**config.mk**
```make
export PLATFORM = sky130hd
export DESIGN_NAME = cwse_front
export DESIGN_NICKNAME = d
export VERILOG_FILES = /design/src/rtl/core/circle_window_scanline_edges_assert.svh /design/src/rtl/core/cwse_pkg.sv /design/src/rtl/core/cwse_front.sv
export SDC_FILE = /design/constraint.sdc
export NUM_CORES = 1
export LEC_CHECK = 0
export ABC_AREA = 1
export BUFFER_PORTS_ARGS = -buffer_cell sky130_fd_sc_hd__buf_2
export CAP_MARGIN = 20
export CORE_MARGIN = 1.5
export CORE_UTILIZATION = 28
export DETAILED_ROUTE_END_ITERATION = 8
export PLACE_DENSITY_LB_ADDON = 0.12
export SYNTH_ARGS = -nofsm -noshare
export SYNTH_HDL_FRONTEND = slang
export SYNTH_SLANG_ARGS = --single-unit
export TNS_END_PERCENT = 5
```
**constraint.sdc**
```tcl
create_clock -name vclk -period 6.6
set_clock_uncertainty 0.05 [all_clocks]
set_input_delay 0.99 -clock vclk [all_inputs]
set_output_delay 0.99 -clock vclk [all_outputs]
set_load 0.03 [all_outputs]
```
**src/rtl/core/circle_window_scanline_edges_assert.svh**
```systemverilog
// Assertion macros for the circle window scanline edge block.
// Depends on nothing; the files that check their logic include it.
`ifndef CIRCLE_WINDOW_SCANLINE_EDGES_ASSERT_SVH
`define CIRCLE_WINDOW_SCANLINE_EDGES_ASSERT_SVH
`ifndef SYNTHESIS
`define CWSE_ASSERT(lbl, prop, msg) \
  lbl: assert property (@(posedge clk) disable iff (!rst_n) prop) else $error(msg);
`define CWSE_ASSERT_ALWAYS(lbl, prop, msg) \
  lbl: assert property (@(posedge clk) prop) else $error(msg);
`else
`define CWSE_ASSERT(lbl, prop, msg)
`define CWSE_ASSERT_ALWAYS(lbl, prop, msg)
`endif
`endif

```
**src/rtl/core/cwse_pkg.sv**
```systemverilog
// Shared constants, types and register codes of the circle window block.
// Depends on nothing.
package cwse_pkg;
  localparam int TABLE_RADIUS = 200;
  localparam int TABLE_DEPTH = 2 * TABLE_RADIUS + 1;
  localparam int AW = $clog2(TABLE_DEPTH);
  localparam int RW = $clog2(TABLE_RADIUS + 1);
  localparam int DW = RW + 5;
  localparam int SPAN_W = 10;
  localparam int RAD_W = 10;
  localparam int POS_W = 12;
  localparam int EDGE_W = 13;
  localparam int DIFF_W = 14;
  localparam int DVD_W = 11 + RW;
  localparam int PROD_W = SPAN_W + RAD_W;
  localparam int QS_W = SPAN_W + 1;
  localparam int RCP_S = PROD_W + $clog2(TABLE_RADIUS);
  localparam int RCP_W = PROD_W + 1;
  localparam longint unsigned RCP_FULL =
    ((64'd1 << RCP_S) + 64'(TABLE_RADIUS) - 64'd1) / 64'(TABLE_RADIUS);
  localparam logic [RCP_W-1:0] RCP_M = RCP_W'(RCP_FULL);
  localparam int FIFO_DEPTH = 4;
  localparam int FIFO_AW = $clog2(FIFO_DEPTH);

  localparam logic [1:0] REG_RADIUS = 2'd0;
  localparam logic [1:0] REG_CENTER_X = 2'd1;
  localparam logic [1:0] REG_CENTER_Y = 2'd2;

  typedef struct packed {
    logic [RAD_W-1:0] radius;
    logic [POS_W-1:0] center_x;
    logic [POS_W-1:0] center_y;
  } cfg_t;

  typedef struct packed {
    logic en;
    logic [EDGE_W-1:0] base;
    logic [DVD_W-1:0] dvd;
  } item_t;

  typedef struct packed {
    logic we;
    logic [AW-1:0] addr;
    logic [SPAN_W-1:0] left;
    logic [SPAN_W-1:0] right;
  } span_wr_t;
endpackage

```
**src/rtl/core/cwse_front.sv**
```systemverilog
// Request front end: classify a scanline against the band and form the divide operand.
// Depends on cwse_pkg.
module cwse_front (
  input  logic                     start,
  input  logic [9:0]               scanline,
  input  cwse_pkg::cfg_t           cfg,
  input  logic                     tbl_ready,
  input  logic                     q_full,
  output logic                     push,
  output cwse_pkg::item_t          item,
  output logic                     busy
);
  logic signed [cwse_pkg::DIFF_W-1:0] top, diff, line_s;
  logic [cwse_pkg::DIFF_W-1:0] two_rad;

  assign busy = !tbl_ready || q_full;
  assign push = start && !busy;
  assign line_s = $signed({4'b0, scanline});
  assign top = cwse_pkg::DIFF_W'($signed(cfg.center_y)) -
               $signed({4'b0, cfg.radius});
  assign diff = line_s - top;
  assign two_rad = {3'b0, cfg.radius, 1'b0};

  always_comb begin
    item.en = (cfg.radius != '0) && !diff[cwse_pkg::DIFF_W-1] &&
              (cwse_pkg::DIFF_W'(diff) <= two_rad);
    item.base = cwse_pkg::EDGE_W'($signed(cfg.center_x)) -
                cwse_pkg::EDGE_W'(cfg.radius);
    item.dvd = item.en ? cwse_pkg::DVD_W'(diff[10:0]) *
                         cwse_pkg::DVD_W'(cwse_pkg::TABLE_RADIUS) : '0;
  end
endmodule

```
## Yosys cells after proc, flatten, opt, wreduce, memory -nomap -nowiden

Cells that the tools add are included.

- Add/subtract/negate cells: 3
- Multiply operators: 1
- Magnitude comparators: 1
- Mux-type cells: 1
- Reductions and logical operators: 8

Operators by type and width:

| cell | count |
|---|---|
| $sub A12 B11 Y13 | 2 |
| $mux W19 | 1 |
| $mul A11 B5 Y16 const B | 1 |
| $le A14 B11 Y1 | 1 |
| $sub A11 B13 Y14 | 1 |
| $reduce_bool A10 Y1 | 1 |
| $logic_and A1 B1 Y1 | 3 |
| $logic_not A1 Y1 | 3 |
| $logic_or A1 B1 Y1 | 1 |

- Flip-flop bits (word level): 0
- Input bits: 47
- Word-level logic and storage cells: 14

## Logic depth before layout (Yosys ltp)

- Depth after elaboration: 6
- Gate-level depth with buffers: 25
- Gate-level depth less buffers: 25

## Worst setup path after synthesis

No wires, ideal clock.

- Kind: input to output
- Start: input port scanline[3]
- End: output port item[18] (netlist bit)
- Data arrival time: 5.238 ns
- Required time: 5.560 ns
- Path slack: 0.322 ns
- Cell stages on the path: 24
- Path buffers: 0
- Path through: inv_1 > fa_1 > inv_1 > ha_1 > nand2_2 > inv_2 > nand2_1 > nand2_1 > a21oi_2 > o21bai_1 > xnor2_1 > inv_1 > ha_1 > ha_1 > inv_1 > fa_1 > inv_1 > ha_1 > a21oi_1 > o21ai_0 > nand2_1 > nand4_1 > xnor2_1 > nor2_1

RTL lines:

| element | line | text |
|---|---|---|
| start, declared | cwse_front.sv:5 | `input logic [9:0] scanline,` |
| end, declared | cwse_front.sv:10 | `output cwse_pkg::item_t item,` |

==> results.sh <==
export IMPL_status="completed"
export IMPL_grt_setup_unrepaired="yes"
export IMPL_path_common_cell="inv_1"
export IMPL_setup_viol=0
export IMPL_row_count=36
export IMPL_grt_ovfl_total=0
export IMPL_gp_congestion=0.837
export IMPL_start_util_pct=29.1
export IMPL_startpoint_type="primary input"
export IMPL_die_x_um=104
export IMPL_drc=0
export IMPL_grt_use_total_pct=13.7
export IMPL_clkbuf_count=0
export IMPL_layout_drive_gt1_share_pct=27.9
export IMPL_cp_max_fo=4
export IMPL_crit_type="in2out"
export IMPL_synth_area_top_cells="ha_1, inv_1, fa_1"
export IMPL_cap_violations=0
export IMPL_avgSynthCellArea_um2=6.86
export IMPL_holdPathStages=3
export IMPL_ant_nets=0
export IMPL_synthCells=419
export IMPL_dr_total_vias=2766
export IMPL_dp_hpwl_mm=6.59
export IMPL_hold_class="in2out"
export IMPL_setup_tns_ns=0
export IMPL_finalCritPeriodShare_pct=95.3
export IMPL_seq_area_um2=0
export IMPL_nets=654
export IMPL_startpoint="scanline[1]"
export IMPL_drt_initial_drc_count=76
export IMPL_area_delta_synth_final_pct=29.2
export IMPL_grt_pass1_vias=2868
export IMPL_min_delay_start="tbl_ready"
export IMPL_fin_area_um2=3710
export IMPL_antenna_diode_count=0
export IMPL_grt_max_degree=18
export IMPL_yosysUniqueCellTypes=30
export IMPL_fmax_mhz=159
export IMPL_antenna_found_initial=0
export IMPL_synth_area_um2=2870
export IMPL_maxSlewViolCount=0
export IMPL_wirelength_mm=7.21
export IMPL_holdPathEnd="busy"
export IMPL_yosysTopAreaCell="ha_1"
export IMPL_core_area_um2=9860
export IMPL_via_per_inst=4.24
export IMPL_first_pass_iters=4
export IMPL_synth_warnings=0
export IMPL_yosysSeqAreaShare_pct=0
export IMPL_grt_pass1_wl_mm=12.8
export IMPL_seq_cells=0
export IMPL_io_buffers=79
export IMPL_die_h_um=104
export IMPL_slowest_delay_ns=0.53
export IMPL_dp_slack_ns=-0.0788
export IMPL_critPathRequiredTime_ns=5.56
export IMPL_cp_arrival_ns=5.25
export IMPL_synth_top_cell_area_share_pct=30.5
export IMPL_setup_slack_ns=0.310
export IMPL_routedWlPerCell_um=11.1
export IMPL_dpl_cell_area_um2=3570
export IMPL_period_needed_ns=6.29
export IMPL_crit_chain="buf_2, inv_1, fa_1, inv_1, fa_1, a31o_2, xor2_1, buf_4, ha_1, ha_1, inv_1, fa_1, inv_1, ha_1, buf_4, nand2_1, nor2_1, a21oi_2, nor2_1, nor2_1, xor2_1, nor2_4, buf_2"
export IMPL_cpMaxStageDelayCell="fa_1"
export IMPL_fp_dieArea_um2=10900
export IMPL_crit_path_end_kind="primary output"
export IMPL_cts_hold_buffers=0
export IMPL_hold_ws_ns=2.24
export IMPL_hold_violations=0
export IMPL_pin_count=82
-- cells in the final DEF (no fill, tap or decap), types with 5 or more instances in the layout --
cell type	instances
a21oi_1	23
a21oi_2	6
buf_2	78
buf_4	23
fa_1	16
ha_1	65
ha_4	5
inv_1	96
nand2_1	77
nand3_1	14
nor2_1	31
nor2_4	11
o21ai_0	6
xnor2_1	13
xor2_1	14
-- cells in the mapped netlist, drive strengths merged --
library cell  number
a21oi             29
nand3             16
inv               98
o21ai              9
nor4               1
xor2              15
buf                4
nand4              4
o21a               1
nor3               3
o211ai             3
fa                16
nor2              43
o21bai             2
clkinv             1
conb               1
nand2             82
ha                70
a21o               2
a21boi             1
a31o               2
xnor2             16
-- layer usage --
| layer | track usage (%) | part of all wire [%] | vias to the layer above |
|---|---|---|---|
| met5 | 0 | 0 | - |
| met4 | 0.893 | 0.73 | 0 |
| met3 | 0.251 | 2.1 | 6 |
| met2 | 23.9 | 45 | 40 |
| met1 | 19.6 | 52 | 1207 |
| li1 | - | - | 1513 |
-- area by class of cell --
cell class / count / area, µm²
fillers: 1067 / 6150
inverters: 99 / 372
multi-input cells: 318 / 2600
well taps: 133 / 166
repair buffers: 102 / 571
-- critical path, delay by kind of cell --
kind	cells	cell delay (ns)
AOI/OAI and AO/OA	2	0.37
xor gates and xnor gates	2	0.30
adders and majority gates	6	2.33
buffers and inverters	8	0.76
and+or+nand+nor	5	0.49
-- cells by family (layout without fill, tap and decap cells) --
family                     after synthesis  in the layout  synth area share, %
AOI/OAI and AO/OA                       49             49                 9.84
xor gates and xnor gates                31             31                 9.45
adders and majority gates               86             86                 41.6
buffers and inverters                  103            201                 14.4
other                                    1              3                0.130
and+or+nand+nor                        149            149                 24.6
-- through the flow --
stage | utilization, % | std cells
final | 37.6 | 652
after global routing | 37.6 | 652
after CTS | 36.2 | 651
after detailed placement | 36.1 | 651
after global placement | 36.1 | 651
after floorplan | - | 421
-- what timing repair did --
item	CTS	global route
gates resized for setup	1	26
endpoints found under the setup margin	4	6
setup buffers	0	1
pin swaps	0	5
-- worst max-delay path by stage --
stage,to
6_report,item[15]
5_1_grt,item[17]
4_1_cts,item[17]
3_5_place_dp,item[17]
3_3_place_gp,item[17]
2_1_floorplan,item[18]
Power is not shown: default switching activity piles up to over one toggle a cycle in this logic, so the estimate is an artifact.
