### src/rtl/core/circle_window_scanline_edges_assert.svh
// Assertion macros for the circle window scanline edge block.
// Depends on nothing; the files that check their logic include it.
`ifndef CIRCLE_WINDOW_SCANLINE_EDGES_ASSERT_SVH
`define CIRCLE_WINDOW_SCANLINE_EDGES_ASSERT_SVH
`ifndef SYNTHESIS
`define CWSE_ASSERT(lbl, prop, msg) \
  lbl: assert property (@(posedge clk) disable iff (!rst_n) prop) else $error(msg);
`define CWSE_ASSERT_ALWAYS(lbl, prop, msg) \
  lbl: assert property (@(posedge clk) prop) else $error(msg);
`else
`define CWSE_ASSERT(lbl, prop, msg)
`define CWSE_ASSERT_ALWAYS(lbl, prop, msg)
`endif
`endif

### src/rtl/core/cwse_pkg.sv
// Shared constants, types and register codes of the circle window block.
// Depends on nothing.
package cwse_pkg;
  localparam int TABLE_RADIUS = 200;
  localparam int TABLE_DEPTH = 2 * TABLE_RADIUS + 1;
  localparam int AW = $clog2(TABLE_DEPTH);
  localparam int RW = $clog2(TABLE_RADIUS + 1);
  localparam int DW = RW + 5;
  localparam int SPAN_W = 10;
  localparam int RAD_W = 10;
  localparam int POS_W = 12;
  localparam int EDGE_W = 13;
  localparam int DIFF_W = 14;
  localparam int DVD_W = 11 + RW;
  localparam int PROD_W = SPAN_W + RAD_W;
  localparam int QS_W = SPAN_W + 1;
  localparam int RCP_S = PROD_W + $clog2(TABLE_RADIUS);
  localparam int RCP_W = PROD_W + 1;
  localparam longint unsigned RCP_FULL =
    ((64'd1 << RCP_S) + 64'(TABLE_RADIUS) - 64'd1) / 64'(TABLE_RADIUS);
  localparam logic [RCP_W-1:0] RCP_M = RCP_W'(RCP_FULL);
  localparam int FIFO_DEPTH = 4;
  localparam int FIFO_AW = $clog2(FIFO_DEPTH);

  localparam logic [1:0] REG_RADIUS = 2'd0;
  localparam logic [1:0] REG_CENTER_X = 2'd1;
  localparam logic [1:0] REG_CENTER_Y = 2'd2;

  typedef struct packed {
    logic [RAD_W-1:0] radius;
    logic [POS_W-1:0] center_x;
    logic [POS_W-1:0] center_y;
  } cfg_t;

  typedef struct packed {
    logic en;
    logic [EDGE_W-1:0] base;
    logic [DVD_W-1:0] dvd;
  } item_t;

  typedef struct packed {
    logic we;
    logic [AW-1:0] addr;
    logic [SPAN_W-1:0] left;
    logic [SPAN_W-1:0] right;
  } span_wr_t;
endpackage

### src/rtl/core/cwse_fifo.sv
// Short request queue between the front end and the scaling pipeline.
// Depends on cwse_pkg.
module cwse_fifo (
  input  logic             clk,
  input  logic             rst_n,
  input  logic             push,
  input  cwse_pkg::item_t  din,
  input  logic             pop,
  output cwse_pkg::item_t  dout,
  output logic             empty,
  output logic             full
);
  cwse_pkg::item_t mem_r [0:cwse_pkg::FIFO_DEPTH-1];
  logic [cwse_pkg::FIFO_AW-1:0] wptr_r, rptr_r;
  logic [cwse_pkg::FIFO_AW:0] cnt_r, cnt_nxt;
  logic do_pop;

  assign empty = (cnt_r == '0);
  assign full = (cnt_r == (cwse_pkg::FIFO_AW+1)'(cwse_pkg::FIFO_DEPTH));
  assign do_pop = pop && !empty;
  assign dout = mem_r[rptr_r];
  assign cnt_nxt = cnt_r + (cwse_pkg::FIFO_AW+1)'(push) - (cwse_pkg::FIFO_AW+1)'(do_pop);

  always_ff @(posedge clk) begin
    if (push) mem_r[wptr_r] <= din;
  end

  always_ff @(posedge clk) begin
    if (!rst_n) begin
      wptr_r <= '0;
      rptr_r <= '0;
      cnt_r <= '0;
    end else begin
      if (push) wptr_r <= wptr_r + 1'b1;
      if (do_pop) rptr_r <= rptr_r + 1'b1;
      cnt_r <= cnt_nxt;
    end
  end
endmodule

### config.mk
export PLATFORM = sky130hd
export DESIGN_NAME = cwse_fifo
export DESIGN_NICKNAME = d
export VERILOG_FILES = /design/src/rtl/core/circle_window_scanline_edges_assert.svh /design/src/rtl/core/cwse_pkg.sv /design/src/rtl/core/cwse_fifo.sv
export SDC_FILE = /design/constraint.sdc
export NUM_CORES = 1
export LEC_CHECK = 0
export ABC_AREA = 0
export BUFFER_PORTS_ARGS = -buffer_cell sky130_fd_sc_hd__buf_2
export CAP_MARGIN = 20
export CORE_MARGIN = 2
export CORE_UTILIZATION = 44
export CTS_BUF_LIST = sky130_fd_sc_hd__clkbuf_4 sky130_fd_sc_hd__clkbuf_8 sky130_fd_sc_hd__clkbuf_16
export DETAILED_ROUTE_END_ITERATION = 12
export PLACE_DENSITY_LB_ADDON = 0.05
export SLEW_MARGIN = 5
export SYNTH_ARGS = -nofsm -noshare
export SYNTH_HDL_FRONTEND = slang
export SYNTH_SLANG_ARGS = --single-unit
### constraint.sdc
create_clock -name clk -period 1.8 [get_ports clk]
set_input_delay 0.27 -clock clk [delete_from_list [all_inputs] [get_ports clk]]
set_output_delay 0.27 -clock clk [all_outputs]
set_load 0.05 [all_outputs]
# == After elaboration in Yosys (flattened, before gate mapping) ==
# Memories as Yosys holds them, arrays and structs flattened. A register that Yosys moved wholly into a read port is not among the register bits.
# Cells that the tools add are included.
# word_totals
regBits,7
ram_bits,132
inputBits,37
word_cells,16
memories,1
# mem_list
name,depth,word_bits,rd,rd_ports_with_merged_regs,write_ports,line,source
mem_r,4,33,1,1,1,cwse_fifo.sv:13,cwse_pkg::item_t mem_r [0:cwse_pkg::FIFO_DEPTH-1];
# op_classes
n_addsub,4
eq_ne,1
mux,4
reduce_logical,3
# ops
op,count
2-bit by 1-bit adder with 2-bit output (second input constant),2
2-bit 2-to-1 mux,2
3-bit by 1-bit adder with 3-bit output,1
3-bit == test (second input constant),1
3-bit zero test,1
3-bit by 1-bit subtractor with 3-bit output,1
1-bit 2-to-1 mux,2
1-bit logical AND,1
1-bit zero test,1

# == Depth between registers and ports, before layout ==
# Gate-level depths: netlist of run 1.
# logic_depth
word_depth,5
depth_mapped,8
ltp_nobuf,8

# == Worst setup path before layout of run 1 ==
# OpenSTA, ideal clock, no wires.
# synth_timing
path_kind,register to register
from,register cnt_r[1] (netlist name)
to,register cnt_r[2] (netlist name)
setup_ps,114
arrival_ps,1758
required_time_ps,1686
slack_ps,-71
stages_incl_launch_ff,9
path_buffers,0
path_cell_list,dfxtp_1 o31a_1 ha_1 inv_1 ha_1 inv_1 fa_1 xnor3_1 nor2b_1
# synth_via
elab_chain_len,4
elab_cells_between_ends,5
# synth_lines
item,line,source
start: declaration,cwse_fifo.sv:15,"logic [cwse_pkg::FIFO_AW:0] cnt_r, cnt_nxt;"
start signal: assignment,cwse_fifo.sv:36,cnt_r <= cnt_nxt;
3-bit zero test,cwse_fifo.sv:18,assign empty = (cnt_r == '0);
1-bit zero test,cwse_fifo.sv:20,assign do_pop = pop && !empty;
1-bit logical AND,cwse_fifo.sv:20,
named net do_pop,cwse_fifo.sv:16,logic do_pop;
3-bit by 1-bit subtractor with 3-bit output,cwse_fifo.sv:22,assign cnt_nxt = cnt_r + (cwse_pkg::FIFO_AW+1)'(push) - (cwse_pkg::FIFO_AW+1)'(do_pop);
# The timed path passes the listed nets, and every way through them passes these cells.
# A chain may end at the register's enable or synchronous reset.

==> results of run 1 <==
[logic make-up after synthesis]
logic type	after synthesis	synth area share
fa+ha+maj	7	0.0180
compound gates	2	0.00332
flops	141	0.785
simple gates	15	0.0168
mux	37	0.150
xor+xnor	2	0.00592
buf+inv	13	0.0206
[layout make-up]
| type | instances | area [sq um] | share of cell area |
|---|---|---|---|
| repair buffers | 90 | 768 | 0.115 |
| clock buffers | 18 | 433 | 0.0646 |
| clock inverters | 14 | 128 | 0.0190 |
| multi-input cells | 63 | 1020 | 0.153 |
| inverters | 5 | 18.8 | 0.00280 |
| well taps | 147 | 184 | 0.0274 |
| flip-flops and latches | 141 | 4150 | 0.619 |
[power by group]
| part | switching (W) | total (W) | internal, W |
|---|---|---|---|
| Combinational | 0.00161 | 0.00279 | 0.00119 |
| Sequential | 0.0000802 | 0.00388 | 0.00380 |
| Clock | 0.00125 | 0.00327 | 0.00202 |
| Total | 0.00293 | 0.00994 | 0.00701 |
[stage by stage]
stage | area (sq um) | TNS, ns | cells | utilization | power [W]
after floorplan | 5280 | -0.0438 | 217 | - | 0.00584
after global placement | 5930 | 0 | 442 | 0.500 | 0.00637
after detailed placement | 5930 | -0.0140 | 442 | 0.500 | 0.00639
after CTS | 6660 | -6.98 | 475 | 0.561 | 0.00998
after global routing | 6710 | -7.59 | 478 | 0.565 | 0.0103
final | 6710 | -5.51 | 478 | 0.565 | 0.00994
[cell usage after synthesis (all sizes together)]
cell    number
fa           1
and2         6
ha           6
nor3         1
nor3b        1
clkbuf       1
buf          7
xor2         1
nand2        2
mux4        33
mux2i        4
inv          5
o31a         1
edfxtp     132
nand2b       2
o311ai       1
nor2b        3
xnor3        1
dfxtp        9
[repair_timing]
action                     4_1_cts  5_1_grt
pin swaps                        2        1
setup endpoints to repair       34       68
resized for setup               57       12
setup buffers                    1        3
[worst max-delay path, delay by kind of cell, from the launching register on]
kind                   cells  cell delay, ns
DFF                        1            0.42
buffers and inverters      2            0.35
muxes                      1            0.55
[path summary, 6_finish.rpt]
check | from | endpoint | slack, ns | depth (start not counted)
max reg2reg | cnt_r[2] | cnt_r[2] | 0.02 | 8
max | register | dout[6] | -0.21 | 3
min reg2reg | rptr_r[1] | register | 0.48 | 2
min | din[6] | mem_r[0][6] | 0.07 | 1
[routing by layer]
layer  up-vias  share of wire  GRT usage
li1       1108              -          -
met1      1206           0.44      0.193
met2        65           0.49      0.229
met3         9          0.051     0.0611
met4         0          0.013     0.0585
met5         -              0          0
[registers in the layout, indices dropped and copies added (netlist names), named ones only]
signal / count
mem_r: 132
wptr_r: 2
cnt_r: 3
rptr_r: 2
[cell usage in the layout (no fill, tap or decap), types with 2 or more instances in the layout]
cell and instances:
clkbuf_16 17, bufinv_16 2, clkinvlp_4 3, edfxtp_1 132, ha_1 6, and2_2 3
buf_4 17, mux2i_1 4, nor2b_1 3, nand2_1 2, buf_2 38, and2_1 2
nand2b_1 2, dfxtp_1 7, clkinv_1 3, clkinv_2 5, mux4_2 33, buf_12 6
buf_6 28, inv_1 4
==> flow_summary.json, run 1 <==
{
  "status": "finished, violations left",
  "violations": "setup timing",
  "gp_congestion": 0.697,
  "ys_warn_count": 0,
  "cts_sinks": 141,
  "gr-total-overflow": 0,
  "finalSetupViolCount": 33,
  "grt_max_degree": 34,
  "hpwl_microns": 5250,
  "rsz0062_at_grt": "yes",
  "ys_top_cells_by_area": "edfxtp_1, mux4_2, dfxtp_1",
  "grt_pass1_wl_microns": 13700,
  "worstSetupEndpointType": "primary output",
  "timing.final.crit_share": 1.12,
  "hp-class": "in -> reg",
  "diodes": 0,
  "drt_iter0_drc": 82,
  "nets": 362,
  "antenna_found_initial": 0,
  "period_needed_ns": 2.01,
  "ir_drop_v": 0.000769,
  "cts_hold_buffers": 0,
  "ys_types": 22,
  "cp.required_ns": 1.53,
  "viasPerCell": 5.00,
  "synth_top_area_cell": "edfxtp_1",
  "syn_area_sq_mm": 0.00528,
  "port_buffers": 71,
  "numCtsBuffers": 17,
  "synth_top_area_share": 0.751,
  "critPathMaxStageDelay_ns": 0.55,
  "pin_count": 72,
  "syn_avg_cell_area_sq_um": 24.3,
  "pre_cts_ws_ns": -0.0140,
  "wl_per_cell_microns": 18.8,
  "postSynthCellCount": 217,
  "core_sq_mm": 0.0119,
  "path_cells": "buf_12 > mux4_2 > buf_6",
  "grt_pass1_vias": 2494,
  "die_h_microns": 114,
  "track_usage": 0.149,
  "floorplan.initialDensity": 0.445,
  "hold_ws_ns": 0.0698,
  "wl_microns": 8990,
  "cts_max_level": 4,
  "drt_pass1_iterations": 5,
  "drc": 0,
  "root_buffer": "clkbuf_16",
  "cts_tree": "built",
  "die-area_sq_mm": 0.0129,
  "slew_violations": 0,
  "finalHoldViolations": 0,
  "relSlewSlack": 0.641,
  "ys_seq_area_frac": 0.785,
  "synth_fp_nets": 261,
  "die-width_microns": 114,
  "clk_pin_slew_ns": 0.06,
  "arrival_ns": 1.74,
  "finClkSkew_ns": 0.00607,
  "power_density_mw_per_mm2": 1480,
  "ant_nets": 0,
  "cp-start-kind": "register",
  "tightestPinTransition_ns": 0.539,
  "clock_latency_ns": 0.42,
  "timing_worst_setup_path_type": "reg -> out",
  "drive_gt1_frac": 0.483,
  "max_freq_ghz": 0.497,
  "area_growth_pct": 27.0,
  "drv_cap": 0,
  "clk_path_buf_depth": 2,
  "leakage_nw": 2.35,
  "crit_slowest_cell": "mux4_2",
  "ys_ff_latch": 141,
  "setup_ws_ns": -0.213,
  "cp_max_fo": 11,
  "rows": 40,
  "fillCellCount": 909,
  "vias": 2388
}
(Power assumes the default switching activity.)
==> run 2, diff against run 1 <==
--- a/config.mk
+++ b/config.mk
@@ -13,6 +13,7 @@
 export CTS_BUF_LIST = sky130_fd_sc_hd__clkbuf_4 sky130_fd_sc_hd__clkbuf_8 sky130_fd_sc_hd__clkbuf_16
 export DETAILED_ROUTE_END_ITERATION = 12
 export PLACE_DENSITY_LB_ADDON = 0.05
+export SKIP_CTS_REPAIR_TIMING = 1
 export SLEW_MARGIN = 5
 export SYNTH_ARGS = -nofsm -noshare
 export SYNTH_HDL_FRONTEND = slang
==> flow_summary.json, run 2 (synthesized netlist as in run 1, its figures left out) <==
{
  "status": "finished, violations left",
  "violations": "setup timing",
  "top_regs": "mem_r: 132 flops, cnt_r: 3 flops",
  "gr-total-overflow": 0,
  "holdPathEnd": "mem_r[1][7]",
  "grt_pass1_vias": 2452,
  "die_h_microns": 114,
  "cp_max_fo": 6,
  "power_frac_clock": 0.332,
  "ff_latch_area_sq_mm": 0.00415,
  "final_area_sq_mm": 0.00665,
  "drc": 0,
  "power_density_mw_per_mm2": 1480,
  "die-width_microns": 114,
  "largest_register_ff_count": 132,
  "p_int_w": 0.00693,
  "dp.cells": 442,
  "tightestPinTransition_ns": 0.540,
  "drv_cap": 0,
  "power_frac_seq": 0.394,
  "regToRegSetupSlack_ns": 0.02,
  "cp.required_ns": 1.53,
  "multi_input_area_sq_mm": 0.00102,
  "clk_pin_slew_ns": 0.06,
  "finalSetupViolCount": 33,
  "drive_gt1_frac": 0.485,
  "floorplan.initialDensity": 0.445,
  "period_needed_ns": 2.02,
  "dr.max_layer_used": "met4",
  "antenna_found_initial": 0,
  "ff2ff_path_depth": 8,
  "cts_tree": "built",
  "wl_microns": 8960,
  "gp_congestion": 0.697,
  "reg2reg_from": "cnt_r[1]",
  "finClkSkew_ns": 0.00540,
  "area_growth_pct": 25.9,
  "drt_pass1_iterations": 4,
  "cts_sinks": 141,
  "path_cells": "buf_6 > mux4_2 > buf_2",
  "grt_max_degree": 34,
  "viasPerCell": 5.00,
  "slew_violations": 0,
  "fillCellCount": 923,
  "wl_met1_microns": 4030,
  "min_from": "din[7]",
  "max_freq_ghz": 0.496,
  "largest_register": "mem_r",
  "met2_length_microns": 4410,
  "pin_count": 72,
  "pwr-share-comb": 0.274,
  "worstSetupEndpointType": "primary output",
  "relSlewSlack": 0.640,
  "port_buffers": 71,
  "root_buffer": "clkbuf_16",
  "instances_no_fill": 477,
  "die-area_sq_mm": 0.0129,
  "track_usage": 0.148,
  "ir_drop_v": 0.000769,
  "min_path_cells": 1,
  "nets": 361,
  "reg2reg_to": "cnt_r[2]",
  "vias": 2387,
  "leakage_nw": 2.32,
  "cp-start-kind": "register",
  "diodes": 0,
  "clk_path_buf_depth": 2,
  "pre_cts_ws_ns": -0.0140,
  "crit_slowest_cell": "mux4_2",
  "timing_worst_setup_path_type": "reg -> out",
  "arrival_ns": 1.75,
  "final_common_cell": "edfxtp_1",
  "clock_latency_ns": 0.41,
  "core_sq_mm": 0.0119,
  "ant_nets": 0,
  "finalHoldViolations": 0,
  "hp-class": "in -> reg",
  "hpwl_microns": 5250,
  "place_area_sq_mm": 0.00593,
  "p_switching_w": 0.00291,
  "switching_share": 0.296,
  "rsz0062_at_grt": "yes",
  "numCtsBuffers": 17,
  "final_cell_mix": "edfxtp_1, buf_2, mux4_2",
  "cts_max_level": 4,
  "setup_ws_ns": -0.215,
  "rows": 40,
  "wl_per_cell_microns": 18.8,
  "timing.final.crit_share": 1.12,
  "wl_met3_microns": 404,
  "grt_pass1_wl_microns": 13600,
  "drt_iter0_drc": 99,
  "critPathMaxStageDelay_ns": 0.51
}
-- run 2: cell count changes in the layout (fill, tap and decap cells not counted), sizes merged --
cell	change
buf	-1
-- run 2: power by group through the flow --
stage / logic, W / clock network, W / registers [W]
after floorplan: 0.00192 / 0 / 0.00392
after global placement: 0.00244 / 0 / 0.00394
after detailed placement: 0.00245 / 0 / 0.00394
after CTS: 0.00246 / 0.00335 / 0.00388
after global routing: 0.00285 / 0.00348 / 0.00390
final: 0.00270 / 0.00327 / 0.00388
-- run 2: how the worst max path moves through the flow --
stage,start,to,slack (ns),cells after the start
floorplan,cnt_r[1],full,-0.02,1
global placement,cnt_r[2],cnt_r[2],0.02,8
detailed placement,cnt_r[2],cnt_r[2],-0.01,8
CTS,register,dout[13],-0.38,3
global route,register,dout[13],-0.27,3
finish,register,dout[1],-0.22,3
-- run 2: cell type report --
cell class	instances	area share
Timing Repair Buffer	89	0.107
Clock inverter	14	0.0192
Multi-Input combinational cell	63	0.154
Sequential cell	141	0.624
Inverter	5	0.00282
Tap cell	147	0.0277
Clock buffer	18	0.0651
-- run 2: layer usage --
metal / global-route usage / up-vias
met5: 0 / -
met1: 0.195 / 1209
met2: 0.226 / 63
met3: 0.0584 / 9
li1: - / 1106
met4: 0.0585 / 0
-- run 2: metrics by stage --
step / total power, W / hold slack (ns) / setup TNS (ns) / utilization
2_1_floorplan: 0.00584 / 0.369 / -0.0438 / -
6_report: 0.00985 / 0.0712 / -5.89 / 0.561
4_1_cts: 0.00968 / 0.0529 / -10.41 / 0.547
5_1_grt: 0.0102 / 0.0581 / -7.86 / 0.561
3_5_place_dp: 0.00639 / 0.469 / -0.0140 / 0.500
3_3_place_gp: 0.00637 / 0.459 / 0 / 0.500
-- run 2: worst max-delay path: cells and delay by family, from the launching register on --
kind	cells	cell delay [ns]
DFF	1	0.42
buffers and inverters	2	0.40
muxes	1	0.51
